<file path="src/design/boe_pkg.sv">
// ----------------------------------------------------------------------------
// Binary outline extraction package
// Shared types and fixed widths for the outline front end, queue and
// result stage.
// ----------------------------------------------------------------------------
package boe_pkg;

	// Fixed field widths of the pixel and result channels.
	localparam int PIX_W     = 8;
	localparam int ROW_OUT_W = 6;
	localparam int COL_OUT_W = 3;

	// Request queue between front end and result stage; depth is a power of two.
	localparam int QUEUE_DEPTH = 2;
	localparam int QPTR_W      = 1;
	localparam int QCNT_W      = 2;

	// What the result stage does with one queued request.
	typedef enum logic [1:0] {
		KIND_PASS,   // first row: the byte itself
		KIND_MID,    // inner row: the finished byte of the row above
		KIND_LAST    // last row: the row above, then the byte itself
	} kind_t;

	typedef struct packed {
		kind_t                  kind;
		logic [ROW_OUT_W-1:0]   row;
		logic [ROW_OUT_W-1:0]   row_above;
		logic [COL_OUT_W-1:0]   col;
		logic [PIX_W-1:0]       outlined;
		logic [PIX_W-1:0]       raw;
		logic                   eoi;
	} entry_t;

endpackage

</file>
<file path="src/design/boe_front.sv">
// ----------------------------------------------------------------------------
// Outline front end
// Accepts pixel bytes, tracks row and byte position, keeps the two previous
// rows in a shift line and classifies and outlines each byte into a request.
// ----------------------------------------------------------------------------
module boe_front #(
	parameter int IMAGE_ROWS    = 64,
	parameter int BYTES_PER_ROW = 8
) (
	input  logic                         clk,
	input  logic                         arst_n,
	input  logic                         pixel_valid,
	output logic                         pixel_stall,
	input  logic [boe_pkg::PIX_W-1:0]    pixel_byte,
	input  logic                         q_full,
	output logic                         push,
	output boe_pkg::entry_t              push_entry
);

	localparam int ROW_W     = $clog2(IMAGE_ROWS);
	localparam int COL_W     = (BYTES_PER_ROW > 1) ? $clog2(BYTES_PER_ROW) : 1;
	localparam int LINE_LEN  = 2 * BYTES_PER_ROW;
	localparam int MID_TAP   = BYTES_PER_ROW - 1;
	localparam int LEFT_TAP  = BYTES_PER_ROW;
	localparam int RIGHT_TAP = (BYTES_PER_ROW > 1) ? BYTES_PER_ROW - 2 : 0;
	localparam int UP_TAP    = LINE_LEN - 1;
	localparam int RX_W      = ROW_W + boe_pkg::ROW_OUT_W;
	localparam int CX_W      = COL_W + boe_pkg::COL_OUT_W;
	localparam int PW        = boe_pkg::PIX_W;
	localparam logic [ROW_W-1:0] ROW_LAST   = ROW_W'(IMAGE_ROWS - 1);
	localparam logic [ROW_W-1:0] ROW_STORE  = ROW_W'(1);
	localparam logic [COL_W-1:0] COL_LAST   = COL_W'(BYTES_PER_ROW - 1);

	logic [ROW_W-1:0] row_q;
	logic [COL_W-1:0] col_q;
	logic [PW-1:0]    line_q [LINE_LEN];
	logic             accept;
	logic             col_first;
	logic             col_last;
	logic [PW-1:0]    mid;
	logic [PW-1:0]    up;
	logic [PW-1:0]    left;
	logic [PW-1:0]    right;
	logic [PW-1:0]    lnb;
	logic [PW-1:0]    rnb;
	logic [PW-1:0]    clear;
	logic [ROW_W-1:0] row_m1;
	logic [RX_W-1:0]  row_x;
	logic [RX_W-1:0]  row_m1_x;
	logic [CX_W-1:0]  col_x;

	// A byte is taken whenever the queue has room.
	assign pixel_stall = q_full;
	assign accept      = pixel_valid && !q_full;

	// Raster position of the next byte, wrapping at the end of the image.
	always_ff @(posedge clk or negedge arst_n) begin
		if (!arst_n) begin
			row_q <= '0;
			col_q <= '0;
		end else if (accept) begin
			if (col_q == COL_LAST) begin
				col_q <= '0;
				row_q <= (row_q == ROW_LAST) ? '0 : row_q + ROW_W'(1);
			end else begin
				col_q <= col_q + COL_W'(1);
			end
		end
	end

	// Shift line over the last two rows; newest byte at the front.
	always_ff @(posedge clk) begin
		if (accept) begin
			line_q[0] <= pixel_byte;
			for (int i = 1; i < LINE_LEN; i++) begin
				line_q[i] <= line_q[i-1];
			end
		end
	end

	// Neighborhood of the byte one row up, with white beyond the image edges.
	assign col_first = (col_q == '0);
	assign col_last  = (col_q == COL_LAST);
	assign mid       = line_q[MID_TAP];
	assign up        = line_q[UP_TAP];
	assign left      = col_first ? '0 : line_q[LEFT_TAP];
	assign right     = col_last  ? '0 : line_q[RIGHT_TAP];
	assign lnb       = {left[0], mid[PW-1:1]};
	assign rnb       = {mid[PW-2:0], right[PW-1]};

	// Clear pixels with four black neighbors, keeping the outer pixel columns.
	assign clear = mid & up & pixel_byte & lnb & rnb
	             & {~col_first, {(PW-2){1'b1}}, ~col_last};

	// Row numbers for the results, cut to the output width.
	assign row_m1   = row_q - ROW_W'(1);
	assign row_x    = RX_W'(row_q);
	assign row_m1_x = RX_W'(row_m1);
	assign col_x    = CX_W'(col_q);

	// Build the request; the second row only fills the shift line.
	always_comb begin
		push_entry.row       = row_x[boe_pkg::ROW_OUT_W-1:0];
		push_entry.row_above = row_m1_x[boe_pkg::ROW_OUT_W-1:0];
		push_entry.col       = col_x[boe_pkg::COL_OUT_W-1:0];
		push_entry.outlined  = mid & ~clear;
		push_entry.raw       = pixel_byte;
		push_entry.eoi       = col_last;
		priority if (row_q == '0) begin
			push_entry.kind = boe_pkg::KIND_PASS;
		end else if (row_q == ROW_LAST) begin
			push_entry.kind = boe_pkg::KIND_LAST;
		end else begin
			push_entry.kind = boe_pkg::KIND_MID;
		end
	end

	assign push = accept && (row_q != ROW_STORE);

endmodule

</file>
<file path="src/design/boe_queue.sv">
// ----------------------------------------------------------------------------
// Outline request queue
// Small FIFO that decouples the front end from the result stage.
// ----------------------------------------------------------------------------
module boe_queue (
	input  logic            clk,
	input  logic            arst_n,
	input  logic            push,
	input  boe_pkg::entry_t push_entry,
	output logic            full,
	output logic            q_valid,
	output boe_pkg::entry_t q_entry,
	input  logic            pop
);

	localparam logic [boe_pkg::QCNT_W-1:0] DEPTH = boe_pkg::QCNT_W'(boe_pkg::QUEUE_DEPTH);

	boe_pkg::entry_t              mem_q [boe_pkg::QUEUE_DEPTH];
	logic [boe_pkg::QPTR_W-1:0]   wr_ptr_q;
	logic [boe_pkg::QPTR_W-1:0]   rd_ptr_q;
	logic [boe_pkg::QCNT_W-1:0]   count_q;
	logic                         do_pop;

	assign full    = (count_q == DEPTH);
	assign q_valid = (count_q != '0);
	assign q_entry = mem_q[rd_ptr_q];
	assign do_pop  = pop && q_valid;

	// Pointers and fill level.
	always_ff @(posedge clk or negedge arst_n) begin
		if (!arst_n) begin
			wr_ptr_q <= '0;
			rd_ptr_q <= '0;
			count_q  <= '0;
		end else begin
			if (push) begin
				wr_ptr_q <= wr_ptr_q + boe_pkg::QPTR_W'(1);
			end
			if (do_pop) begin
				rd_ptr_q <= rd_ptr_q + boe_pkg::QPTR_W'(1);
			end
			if (push && !do_pop) begin
				count_q <= count_q + boe_pkg::QCNT_W'(1);
			end else if (do_pop && !push) begin
				count_q <= count_q - boe_pkg::QCNT_W'(1);
			end
		end
	end

	// Request storage.
	always_ff @(posedge clk) begin
		if (push) begin
			mem_q[wr_ptr_q] <= push_entry;
		end
	end

endmodule

</file>
<file path="src/design/boe_back.sv">
// ----------------------------------------------------------------------------
// Outline result stage
// Turns each queued request into one or two result bytes and holds them in
// an output register until taken.
// ----------------------------------------------------------------------------
module boe_back (
	input  logic                             clk,
	input  logic                             arst_n,
	input  logic                             q_valid,
	input  boe_pkg::entry_t                  q_entry,
	output logic                             pop,
	output logic                             result_valid,
	input  logic                             result_stall,
	output logic [boe_pkg::ROW_OUT_W-1:0]    out_row,
	output logic [boe_pkg::COL_OUT_W-1:0]    out_byte_col,
	output logic [boe_pkg::PIX_W-1:0]        out_pixels,
	output logic                             last_of_run,
	output logic                             end_of_image
);

	logic                            valid_q;
	logic                            pend_q;
	logic [boe_pkg::ROW_OUT_W-1:0]   row_q;
	logic [boe_pkg::COL_OUT_W-1:0]   col_q;
	logic [boe_pkg::PIX_W-1:0]       pix_q;
	logic                            last_q;
	logic                            eoi_q;
	logic [boe_pkg::ROW_OUT_W-1:0]   hold_row_q;
	logic [boe_pkg::COL_OUT_W-1:0]   hold_col_q;
	logic [boe_pkg::PIX_W-1:0]       hold_pix_q;
	logic                            hold_eoi_q;
	logic                            load;

	// The output register takes a new result when empty or being taken.
	assign load = !valid_q || !result_stall;
	assign pop  = load && !pend_q && q_valid;

	// Control: result valid and the pending second result of a last-row byte.
	always_ff @(posedge clk or negedge arst_n) begin
		if (!arst_n) begin
			valid_q <= 1'b0;
			pend_q  <= 1'b0;
		end else if (load) begin
			if (pend_q) begin
				valid_q <= 1'b1;
				pend_q  <= 1'b0;
			end else if (q_valid) begin
				valid_q <= 1'b1;
				pend_q  <= (q_entry.kind == boe_pkg::KIND_LAST);
			end else begin
				valid_q <= 1'b0;
			end
		end
	end

	// Result payload.
	always_ff @(posedge clk) begin
		if (load) begin
			if (pend_q) begin
				row_q  <= hold_row_q;
				col_q  <= hold_col_q;
				pix_q  <= hold_pix_q;
				last_q <= 1'b1;
				eoi_q  <= hold_eoi_q;
			end else if (q_valid) begin
				col_q      <= q_entry.col;
				eoi_q      <= 1'b0;
				hold_row_q <= q_entry.row;
				hold_col_q <= q_entry.col;
				hold_pix_q <= q_entry.raw;
				hold_eoi_q <= q_entry.eoi;
				unique case (q_entry.kind)
					boe_pkg::KIND_PASS: begin
						row_q  <= q_entry.row;
						pix_q  <= q_entry.raw;
						last_q <= 1'b1;
					end
					boe_pkg::KIND_MID: begin
						row_q  <= q_entry.row_above;
						pix_q  <= q_entry.outlined;
						last_q <= 1'b1;
					end
					boe_pkg::KIND_LAST: begin
						row_q  <= q_entry.row_above;
						pix_q  <= q_entry.outlined;
						last_q <= 1'b0;
					end
					default: begin
						row_q  <= q_entry.row;
						pix_q  <= q_entry.raw;
						last_q <= 1'b1;
					end
				endcase
			end
		end
	end

	assign result_valid = valid_q;
	assign out_row      = row_q;
	assign out_byte_col = col_q;
	assign out_pixels   = pix_q;
	assign last_of_run  = last_q;
	assign end_of_image = eoi_q;

endmodule

</file>
<file path="src/design/binary_outline_extract.sv">
// Each result is held in the request queue and then in the output register.
// One pixel byte per cycle while the queue has room; on the last row each byte gives
// two results, so the single output register loads the next request only after both.
// A two-entry request queue lets input and output stall independently.
// Reset clears the row and byte position, the queue and the output register;
// the two-row shift line is not reset and is filled by the first two rows.
// ----------------------------------------------------------------------------
// Binary outline extraction
// Four-neighbor boundary extraction on a streamed one-bit image, eight
// pixels per byte, with interior pixels cleared where all neighbors are black.
// ----------------------------------------------------------------------------
module binary_outline_extract #(
	parameter int IMAGE_ROWS    = 64,
	parameter int BYTES_PER_ROW = 8
) (
	input  logic                             clk,
	input  logic                             arst_n,
	input  logic                             pixel_valid,
	output logic                             pixel_stall,
	input  logic [boe_pkg::PIX_W-1:0]        pixel_byte,
	output logic                             result_valid,
	input  logic                             result_stall,
	output logic [boe_pkg::ROW_OUT_W-1:0]    out_row,
	output logic [boe_pkg::COL_OUT_W-1:0]    out_byte_col,
	output logic [boe_pkg::PIX_W-1:0]        out_pixels,
	output logic                             last_of_run,
	output logic                             end_of_image
);

	logic            push;
	boe_pkg::entry_t push_entry;
	logic            q_full;
	logic            q_valid;
	boe_pkg::entry_t q_entry;
	logic            pop;

	// Front end: position tracking, row storage and outline logic.
	boe_front #(
		.IMAGE_ROWS    (IMAGE_ROWS),
		.BYTES_PER_ROW (BYTES_PER_ROW)
	) u_front (
		.clk         (clk),
		.arst_n      (arst_n),
		.pixel_valid (pixel_valid),
		.pixel_stall (pixel_stall),
		.pixel_byte  (pixel_byte),
		.q_full      (q_full),
		.push        (push),
		.push_entry  (push_entry)
	);

	// Request queue between the two halves.
	boe_queue u_queue (
		.clk        (clk),
		.arst_n     (arst_n),
		.push       (push),
		.push_entry (push_entry),
		.full       (q_full),
		.q_valid    (q_valid),
		.q_entry    (q_entry),
		.pop        (pop)
	);

	// Result stage.
	boe_back u_back (
		.clk          (clk),
		.arst_n       (arst_n),
		.q_valid      (q_valid),
		.q_entry      (q_entry),
		.pop          (pop),
		.result_valid (result_valid),
		.result_stall (result_stall),
		.out_row      (out_row),
		.out_byte_col (out_byte_col),
		.out_pixels   (out_pixels),
		.last_of_run  (last_of_run),
		.end_of_image (end_of_image)
	);

endmodule

</file>
<file path="config.mk">
export PLATFORM = sky130hd
export DESIGN_NAME = binary_outline_extract
export DESIGN_NICKNAME = d
export VERILOG_FILES = /design/src/design/boe_pkg.sv /design/src/design/boe_front.sv /design/src/design/boe_queue.sv /design/src/design/boe_back.sv /design/src/design/binary_outline_extract.sv
export SDC_FILE = /design/constraint.sdc
export NUM_CORES = 1
export LEC_CHECK = 0
export ABC_CLOCK_PERIOD_IN_PS = 4100
export BUFFER_PORTS_ARGS = -buffer_cell sky130_fd_sc_hd__buf_2
export CAP_MARGIN = 10
export CORE_MARGIN = 1.5
export CORE_UTILIZATION = 55
export DETAILED_ROUTE_END_ITERATION = 8
export PLACE_DENSITY_LB_ADDON = 0.3
export SETUP_SLACK_MARGIN = 0.4
export SLEW_MARGIN = 25
export SYNTH_ARGS = -nofsm -noshare
export SYNTH_HDL_FRONTEND = slang
export SYNTH_HIERARCHICAL = 1
export SYNTH_SLANG_ARGS = --single-unit
</file>
<file path="constraint.sdc">
create_clock -name clk -period 4.1 [get_ports clk]
set_input_delay 0.41 -clock clk [delete_from_list [all_inputs] [get_ports clk]]
set_output_delay 0.41 -clock clk [all_outputs]
set_load 0.02 [all_outputs]
</file>
==> results.md, run 1 <==
- Post-synthesis mux area share: 7.64%
- Avg WL per Cell: between 15 and 20 µm
- Syn Nets: between 400 and 500
- Starting Density: a little under three fifths
- Sink Count: 248
- Unrepaired setup endpoints after global routing: false
- GRT overflow: 0
- Final nets: about 510
- Clk_skew: ~0.017 ns
- Synth Area in Compound Gates: approximately 2.3%
- Fillers: 1088
- Place WS: 1.66 ns
- Area delta synth->final: 11.3%
- Worst vdd ir: between 0.3 and 0.4 mV
- XOR/XNOR Fraction of Synth Area: about 1.1%
- RR Endpoint: u_front/line_q[0][18]
- CTS tree: yes
- Routed WL: about 13000 µm
- CTS buffer count: 24
- Core box area: 0.0159 mm²
- Die W: approximately 130 µm
- Reg2Reg Setup Slack: about 1.7 ns
- Most common cell after layout, fill and taps aside: edfxtp_1
- Drt first pass iters: 4
- Setup repair bufs after CTS: 0
- Post-synthesis adder-cell area fraction: about 1.1%
- Final setup vio count: 0
- Die area: between 0.015 and 0.02 mm²
- Arr. time, crit path: approximately 2.6 ns
- Placed Area: between 0.009 and 0.01 mm²
- GPL Wtd Cong: 0.779
- Register bit total from synthesis: between 200 and 250
- Final min period: 2.44 ns
- Number of synthesized flops with an enable pin: around 230
- Status: completed
- Clk root buf: clkbuf_16
- Synth Warn #: 6
- Io pins: 33
- Cell variety after synth: 39
- Hold WC Path Type: in -> reg
- Post-Syn Instances: ~440
- Post-DP HPWL: between 7000 and 8000 µm
- Avg Cell Area, Syn: slightly above 20 µm²
- Largest family of logic cells by synthesized area: multiplexers
- # resized after CTS: 0
- Core Rows: 46
- Die height: about 130 µm
- Share of cells above drive strength 1: between 20% and 30%
- Final hold violation count: 0
- Htree depth: 1
- Synth Area in Simple Gates: under 10%
- Post-synth ARST share: a little over 6%
- Final ANT Viol Nets: 0
- Reg2Reg Depth: 4
- DRC Markers: 0
- Worst-margin pin slew: about 0.85 ns
- Tot GR Track Use: ~15%
- Sequential area share after synthesis: between 80 and 90%
- CP required: about 4.3 ns
- Finished Cell Area: 0.0100 mm²
- CP Max Fanout: 100
- Initial antenna violation count: 0
- Synthesized area: between 0.009 and 0.01 mm²
- Vias in the first global route: 3649
- Ant. Diodes: 0
- Slew Viols, Final: 0
- Vias: roughly 3700
- Drt via density: approximately 5.2
- Largest net degree at the start of global routing: between 100 and 150
- Clk_lat worst skew: 0.51 ns
- Max_slew headroom: a little over two fifths
- Initial DRC count: 284
- Fin crit share: 59.5%
- Crit end category: flip-flop
- Setup WS post-layout: around 1.7 ns
- Clock Pin Slew Worst Setup and Hold Paths: ~0.06 ns
- Worst R2R Start: u_queue/count_q[0]
- Critical path type: reg -> reg
- Pwr Density: approximately 770 mW/mm²
- Setup TNS: 0 ns
- Leakage: 0.00359 µW
- Top_reg_cell synth: edfxtp_1
- Global-route wire length before repair: around 20000 µm
- Clock buffer depth: 3
- Crit path launch type: flip-flop
- WHS: roughly 0.14 ns
- F_max: 410 MHz
- CP startpoint: u_queue/count_q[0]
- Worst setup endpoint: u_front/line_q[0][18]
- Port buffer count: 32
- Most frequent cells in the layout: 233 x edfxtp_1, 32 x buf_2, 29 x mux2_4
- Max cap viols: 0
Yosys cell counts, types with 3 or more instances:
library cell    n  area [µm²]
o21ai_1         9        45.0
buf_2           3        15.0
buf_12          4        80.1
ha_1            8         100
mux2_2         10         113
xnor2_1         5        43.8
o21ai_0         8        40.0
nor2b_1         3        18.8
nor2_1          8        30.0
mux2i_1        14         140
nand2_1        21        78.8
and2_1          3        18.8
a41oi_1         6        52.6
mux2_4         29         435
edfxtp_1      233        7000
dfrtp_1        15         375
inv_1          14        52.6
nor3_1          4        20.0
xor2_1          6        52.6
buf_4          12        90.1
cell families (layout without fill, tap and decap cells):
logic type,after synthesis,after routing
adders and majority gates,8,8
DFF,248,248
xor gates and xnor gates,11,11
muxes,53,53
buffers and inverters,36,98
AOI/OAI and AO/OA,33,33
and+or+nand+nor,54,54
state kept, by name, summed over array words and instances, names as in the netlist, 3 cells and up:
name / flops
u_front/col_q: 3
u_back/hold_pix_q: 8
u_back/hold_row_q: 6
u_back/out_row: 6
u_back/out_pixels: 8
u_queue/mem_q: 68
u_back/hold_col_q: 3
u_front/row_q: 6
u_front/line_q: 128
u_back/out_byte_col: 3
critical path, stage by stage (launching register included):
cell and delay, ns:
dfrtp_1 0.41, nor2b_1 0.20, nand2b_1 0.37, clkinvlp_4 0.62, buf_12 0.46
layer usage:
| layer | share of wire (%) | global-route usage [%] | up-vias |
|---|---|---|---|
| met3 | 4.4 | 3.14 | 20 |
| met2 | 46 | 23.1 | 84 |
| met4 | 1.7 | 5.11 | 0 |
| li1 | - | - | 1773 |
| met1 | 48 | 23.1 | 1863 |
| met5 | 0 | 0 | - |
power breakdown:
part | internal, µW | total (µW) | switching (µW) | leakage (µW)
clock | 1110 | 1980 | 875 | 0.000350
combinational | 662 | 1620 | 953 | 0.000840
sequential | 3850 | 4150 | 296 | 0.00240
total | 5620 | 7750 | 2130 | 0.00359
stage by stage:
stage	instances	power, µW	utilization (%)
2_1_floorplan	443	5470	-
3_3_place_gp	676	5730	58.4
3_5_place_dp	676	5830	58.4
4_1_cts	721	7840	62.9
5_1_grt	721	8160	62.9
6_report	721	7750	62.9
cell type report:
type                    instances  area (µm²)  area share [%]
inverters                      14        56.3           0.561
well taps                     216         270            2.69
repair buffers                 40         235            2.35
multi-input cells             159        1380            13.7
clock buffers                  32         641            6.39
clock inverters                12        75.1           0.749
flip-flops and latches        248        7370            73.5
worst min path at each step:
stage | from | to | slack [ns] | cells past startpoint
after floorplan | arst_n | u_back/pend_q | 0.11 | 0
after CTS | pixel_byte[3] | u_queue/mem_q[0][4] | 0.12 | 1
after detailed placement | arst_n | u_queue/count_q[0] | 0.34 | 1
after global routing | pixel_byte[3] | u_queue/mem_q[0][4] | 0.11 | 1
final | pixel_byte[2] | u_queue/mem_q[0][3] | 0.14 | 1
after global placement | arst_n | u_queue/count_q[1] | 0.33 | 1
timing repair:
action | CTS | global route
hold endpoints to repair | 15 | 0
hold buffers | 1 | 0
endpoints found under the setup margin | 0 | 0
(Power assumes the default switching activity.)
==> run 2: changes to the inputs <==
- ABC_CLOCK_PERIOD_IN_PS: 4100 -> 2200
- clock period: 4.1 -> 2.2 ns (I/O delays scaled with it)
==> run 2 against run 1 <==
Effect of this change: routed wire length increased by 11%; core utilization increased by 4.6 points; critical path depth increased by 3; die area unchanged; via count increased by 4.9%; hold slack got worse by 0.0077 ns; maximum frequency increased by 34%; largest cell class unchanged.
==> results.md, run 2 (synthesis results as in run 1) <==
- Status: completed
- Slew Viols, Final: 0 (unchanged)
- WHS: 0.131 ns (-0.00767 ns)
- Final nets: 550 (+8.5%)
- Final ANT Viol Nets: 0 (unchanged)
- CTS tree: yes
- DRC Markers: 0 (unchanged)
- Port buffer count: 32 (unchanged)
- Pwr Density: 1470 mW/mm² (+91%)
- Clk_skew: 0.0139 ns (-0.00308 ns)
- F_max: 549 MHz (+34%)
- Drt via density: 5.14 (-0.88%)
- Final min period: 1.82 ns (-0.618 ns)
- CP Max Fanout: 8 (-92%)
- Clock buffer depth: 3 (unchanged)
- GPL Wtd Cong: 0.726 (-6.9%)
- Max FFs per register: 128 (unchanged)
- GRT overflow: 0 (unchanged)
- Clock Pin Slew Worst Setup and Hold Paths: 0.06 ns (about the same)
- Leakage: 0.00392 µW (+9.3%)
- Largest Register: u_front/line_q
- Max_slew headroom: 61.0% (+18 points)
- Area delta synth->final: 19.4%
- Ant. Diodes: 0 (unchanged)
- Clk_lat worst skew: 0.51 ns (about the same)
- Initial DRC count: 260 (-8.5%)
- Worst vdd ir: 0.828 mV (+130%)
- Post-DP HPWL: 8080 µm (+8.8%)
- Unrepaired setup endpoints after global routing: true
- Avg WL per Cell: 18.3 µm (+4.7%)
- Sink Count: 248 (unchanged)
- Clk root buf: clkbuf_16
- Share of cells above drive strength 1: 31.3% (+7.3 points)
- Drt first pass iters: 4 (unchanged)
- Crit end category: flip-flop
- Htree depth: 1 (unchanged)
- Final setup vio count: 0 (unchanged)
- Die area: 0.0172 mm² (unchanged)
- Io pins: 33 (unchanged)
- CTS buffer count: 24 (unchanged)
- Hold WC Path Type: in -> reg
- Final hold violation count: 0 (unchanged)
- Fin crit share: 82.7% (+23 points)
- Core box area: 0.0159 mm² (unchanged)
- Most frequent cells in the layout: 233 x edfxtp_1, 32 x buf_2, 29 x mux2_4
- Crit path launch type: flip-flop
- Largest regs: u_front/line_q x128, u_queue/mem_q x68
- Max cap viols: 0 (unchanged)
- Vias in the first global route: 3950 (+8.2%)
- Worst-margin pin slew: 0.583 ns (-0.266 ns)
- Arr. time, crit path: 2.04 ns (-0.60 ns)
- Die W: 131 µm (unchanged)
- Starting Density: 56.5% (unchanged)
- Tot GR Track Use: 17.0% (+1.5 points)
- Die height: 131 µm (unchanged)
- Critical path type: reg -> reg
- Global-route wire length before repair: 21700 µm (+10%)
- Largest net degree at the start of global routing: 35 (-65%)
- Routed WL: 14000 µm (+11%)
- Total power: 15800 µW (+100%)
- Initial antenna violation count: 0 (unchanged)
- Finished Cell Area: 0.0108 mm² (+7.3%)
- Most common cell after layout, fill and taps aside: edfxtp_1
- Vias: 3923 (+4.9%)
- Core Rows: 46 (unchanged)
- Placed Area: 0.00952 mm² (+2.3%)
- CP required: 2.42 ns (-1.88 ns)
-- run 2: changes by cell type in the layout (fill, tap and decap cells not counted), moves of 3 or more --
cell	previous run	this run
buf_4	6	21
buf_12	1	12
dlygate4sd3_1	1	10
buf_6	0	4
bufinv_16	0	4
o21ai_0	8	4
o21ai_1	9	13
dfrtp_1	14	11
dfrtp_2	1	4
mux2i_1	14	11
mux2i_2	0	3
-- run 2: routing by layer --
| metal | wire [µm] | GRT usage [%] | part of all wire (%) | vias to the layer above |
|---|---|---|---|---|
| met3 | 548 | 2.93 | 3.9 | 22 |
| met4 | 323 | 4.91 | 2.3 | 0 |
| met1 | 6410 | 24.5 | 46 | 1962 |
| li1 | - | - | - | 1869 |
| met2 | 6680 | 27.1 | 48 | 70 |
| met5 | 0 | 0 | 0 | - |
-- run 2: final timing paths --
path,cells after the start,slack [ns],to,startpoint
max,7,0.38,u_queue/mem_q[0][25],u_queue/count_q[1]
max in group asynchronous,2,1.77,u_queue/rd_ptr_q,arst_n
min reg2reg,0,0.42,u_front/line_q[0][59],u_front/line_q[0][51]
min in group asynchronous,2,0.15,u_queue/count_q[1],arst_n
min,4,0.13,u_front/row_q[0],pixel_valid
max reg2reg,7,0.38,u_queue/mem_q[0][25],u_queue/count_q[1]
-- run 2: power by group --
part           switching (µW)  internal (µW)
Combinational            2080           1890
Sequential                538           7170
Clock                    1610           2540
-- run 2: what timing repair did --
item                       CTS  global route
hold endpoints to repair    40             0
pin swaps                    1             2
setup endpoints to repair  222            49
gates cloned                 3             1
buffers inserted             5            12
resized for setup            9            11
hold buffers                10             0
-- run 2: through the flow --
| step | setup TNS, ns | setup WS [ns] | std cells | utilization [%] |
|---|---|---|---|---|
| final | 0 | 0.380 | 763 | 67.5 |
| after global routing | 0 | 0.356 | 763 | 67.5 |
| after CTS | 0 | 0.324 | 750 | 66.4 |
| after detailed placement | 0 | 0.279 | 689 | 59.7 |
| after global placement | 0 | 0.347 | 689 | 59.7 |
| after floorplan | -112.35 | -0.872 | 443 | - |
-- run 2: area by class of cell --
cell class | count | area [µm²]
clock inverters | 13 | 163
well taps | 216 | 270
fillers | 1029 | 5180
repair buffers | 82 | 783
multi-input cells | 160 | 1470
inverters | 14 | 56.3
flip-flops and latches | 248 | 7380
clock buffers | 30 | 644
-- run 2: worst max-delay path, stage by stage (launching register included) --
cell and delay [ns]:
dfrtp_1 0.40, nor2b_4 0.14, nand2b_4 0.15, a31oi_4 0.17, buf_6 0.13, nor2b_4 0.23, buf_12 0.15, clkbuf_16 0.14
==> run 3: changes to the inputs <==
- ABC_CLOCK_PERIOD_IN_PS: 2200 -> 1700
- clock period: 2.2 -> 1.7 ns (I/O delays scaled with it)
==> run 3 against run 2 <==
Effect of this change: the run now ends with setup timing left; clock skew is 0.0018 ns higher; worst setup slack worse by 0.54 ns; routed wire length is 57% higher; cell area is 17% higher; die area stayed put; core utilization is 12 points higher; maximum frequency is 2.0% lower.
==> results.md, run 3 (synthesis results as in run 1) <==
- Status: complete, but fails checks
- Failing checks: setup timing
- Total power: 25100 µW (+58%)
- Area of the multi-input gates: 0.00175 mm² (+19%)
- F_max: 538 MHz (-2.0%)
- CP required: 1.96 ns (-0.46 ns)
- Crit end category: flip-flop
- Max cap viols: 0 (unchanged)
- Buf+Inv Stages, Crit Path: 1 (-2)
- Die area: 0.0172 mm² (unchanged)
- Initial antenna violation count: 0 (unchanged)
- Slowest cell delay on critical path: 0.43 ns (+0.03 ns)
- Max_slew headroom: 72.9% (+12 points)
- Setup WS post-layout: -0.158 ns (-0.538 ns)
- Register area: 0.00738 mm² (about the same)
- Wire length on met2: 11100 µm (+66%)
- Largest regs: u_front/line_q x128, u_queue/mem_q x68
- Clk root buf: clkbuf_16
- Starting Density: 56.5% (unchanged)
- Ant. Diodes: 0 (unchanged)
- Fillers: 736 (-28%)
- DRC Markers: 0 (unchanged)
- Largest net degree at the start of global routing: 20 (-43%)
- Final setup vio count: 195 (+195)
- Top Metal Used: met4
- CTS tree: yes
- Most common cell after layout, fill and taps aside: edfxtp_1
- Tot GR Track Use: 22.3% (+5.3 points)
- Worst-margin pin slew: 0.402 ns (-0.182 ns)
- Max FFs per register: 128 (unchanged)
- Clk_lat worst skew: 0.52 ns (about the same)
- Sink Count: 248 (unchanged)
- GRT overflow: 0 (unchanged)
- Routed WL: 22000 µm (+57%)
- Initial DRC count: 462 (+78%)
- Gate power share: 37.4% (+12 points)
- Port buffer count: 32 (unchanged)
- Final nets: 638 (+16%)
- Drt via density: 5.73 (+11%)
- Slowest cell on the critical path: dfrtp_2
- CP top delay family: multiplexers
- Area delta synth->final: 40.2%
- Hold WC Path Type: in -> async
- Core Rows: 46 (unchanged)
- Fin crit share: 109% (+27 points)
- Die W: 131 µm (unchanged)
- Drt first pass iters: 5 (+1)
- Htree depth: 1 (unchanged)
- Pint: 17700 µW (+53%)
- Leakage: 0.00474 µW (+21%)
- Core box area: 0.0159 mm² (unchanged)
- Routed metal-1 wirelength: 9100 µm (+42%)
- Unrepaired setup endpoints after global routing: true
- Largest Register: u_front/line_q
- Final hold violation count: 0 (unchanged)
- Crit path launch type: flip-flop
- Place WS: -0.126 ns (-0.405 ns)
- Critical path cell sequence: mux2_4, ha_4, buf_12, mux2i_1, o21ai_1
- Post-DP HPWL: 8320 µm (+2.9%)
- Worst vdd ir: 0.952 mV (+15%)
- Critical path type: reg -> reg
- Share of cells above drive strength 1: 47.0% (+16 points)
- Switching portion of total power: 29.4% (+2.7 points)
- GPL Wtd Cong: 0.748 (+3.0%)
- Io pins: 33 (unchanged)
- Clock Power Share: 21.9% (-4.3 points)
- Fin util: 79.2% (+12 points)
- Setup TNS: -10.91 ns (-10.91 ns)
- Routed wl met3: 1120 µm (+100%)
- Pwr Density: 1980 mW/mm² (+35%)
- Final ANT Viol Nets: 0 (unchanged)
- Clock buffer depth: 3 (unchanged)
- CP Max Fanout: 10 (+2)
- Global-route wire length before repair: 27200 µm (+25%)
- Seq pwr share: 40.6% (-8.1 points)
- Arr. time, crit path: 2.12 ns (+0.08 ns)
- Clk_skew: 0.0157 ns (+0.00181 ns)
- Die height: 131 µm (unchanged)
- Vias: 4880 (+24%)
- Psw: 7360 µW (+74%)
- Avg WL per Cell: 25.8 µm (+41%)
- Clock Pin Slew Worst Setup and Hold Paths: 0.07 ns (about the same)
- Vias in the first global route: 4560 (+15%)
- Final min period: 1.86 ns (+0.0377 ns)
- Most frequent cells in the layout: 233 x edfxtp_1, 48 x buf_6, 33 x mux2_4
- Slew Viols, Final: 0 (unchanged)
- CTS buffer count: 25 (+4.2%)
## run 3: cell count changes in the layout (fill, tap and decap cells not counted), sizes merged
| cell | before | now |
|---|---|---|
| buf | 71 | 152 |
| clkbuf | 31 | 37 |
| and2 | 4 | 3 |
| bufbuf | 0 | 1 |
| bufinv | 4 | 3 |
| clkinv | 9 | 10 |
| clkinvlp | 1 | 2 |
| inv | 13 | 14 |
## run 3: worst paths after layout
kind,startpoint,depth (start not counted),to,slack [ns]
hold / removal,arst_n,2,u_front/row_q[2],0.1
setup / recovery,u_queue/rd_ptr_q,5,u_back/out_pixels[6],-0.16
max in group asynchronous,arst_n,2,u_front/row_q[0],1.31
min in group clk,result_stall,3,u_back/pend_q,0.10
setup reg to reg,u_queue/rd_ptr_q,5,u_back/out_pixels[6],-0.16
hold reg to reg,u_front/line_q[1][15],0,u_front/line_q[1][23],0.41
## run 3: power by group through the flow
stage               sequential [µW]  combinational, µW  clock (µW)
floorplan                     10200               3180           0
global placement               9960               4570           0
detailed placement            10100               4770           0
global route                  10300               9760        5790
finish                        10200               9380        5490
CTS                            9980               7480        5390
## run 3: through the flow
step | instance area, µm² | cells | hold slack [ns]
detailed placement | 9680 | 703 | 0.0984
floorplan | 9130 | 443 | -0.126
finish | 12600 | 852 | 0.0988
global placement | 9680 | 703 | 0.0924
CTS | 11900 | 818 | 0.0338
global route | 12600 | 852 | 0.0946
## run 3: final cells by class
cell class	instances	area share (%)
Sequential cell	248	58.4
Timing Repair Buffer	170	18.8
Multi-Input combinational cell	159	13.8
Clock buffer	30	5.10
Tap cell	216	2.14
Clock inverter	15	1.24
Inverter	14	0.505
## run 3: per-layer routing
metal | vias to the layer above | global-route usage [%]
li1 | 2051 | -
met1 | 2563 | 30.9
met2 | 221 | 35.6
met3 | 45 | 3.83
met4 | 0 | 9.24
met5 | - | 0
## run 3: what timing repair did
item	CTS	global route
endpoints found under the hold margin	40	0
buffers inserted	40	26
pin swaps	20	19
gates cloned	20	8
hold buffers	10	0
gates resized for setup	109	59
endpoints found under the setup margin	294	301
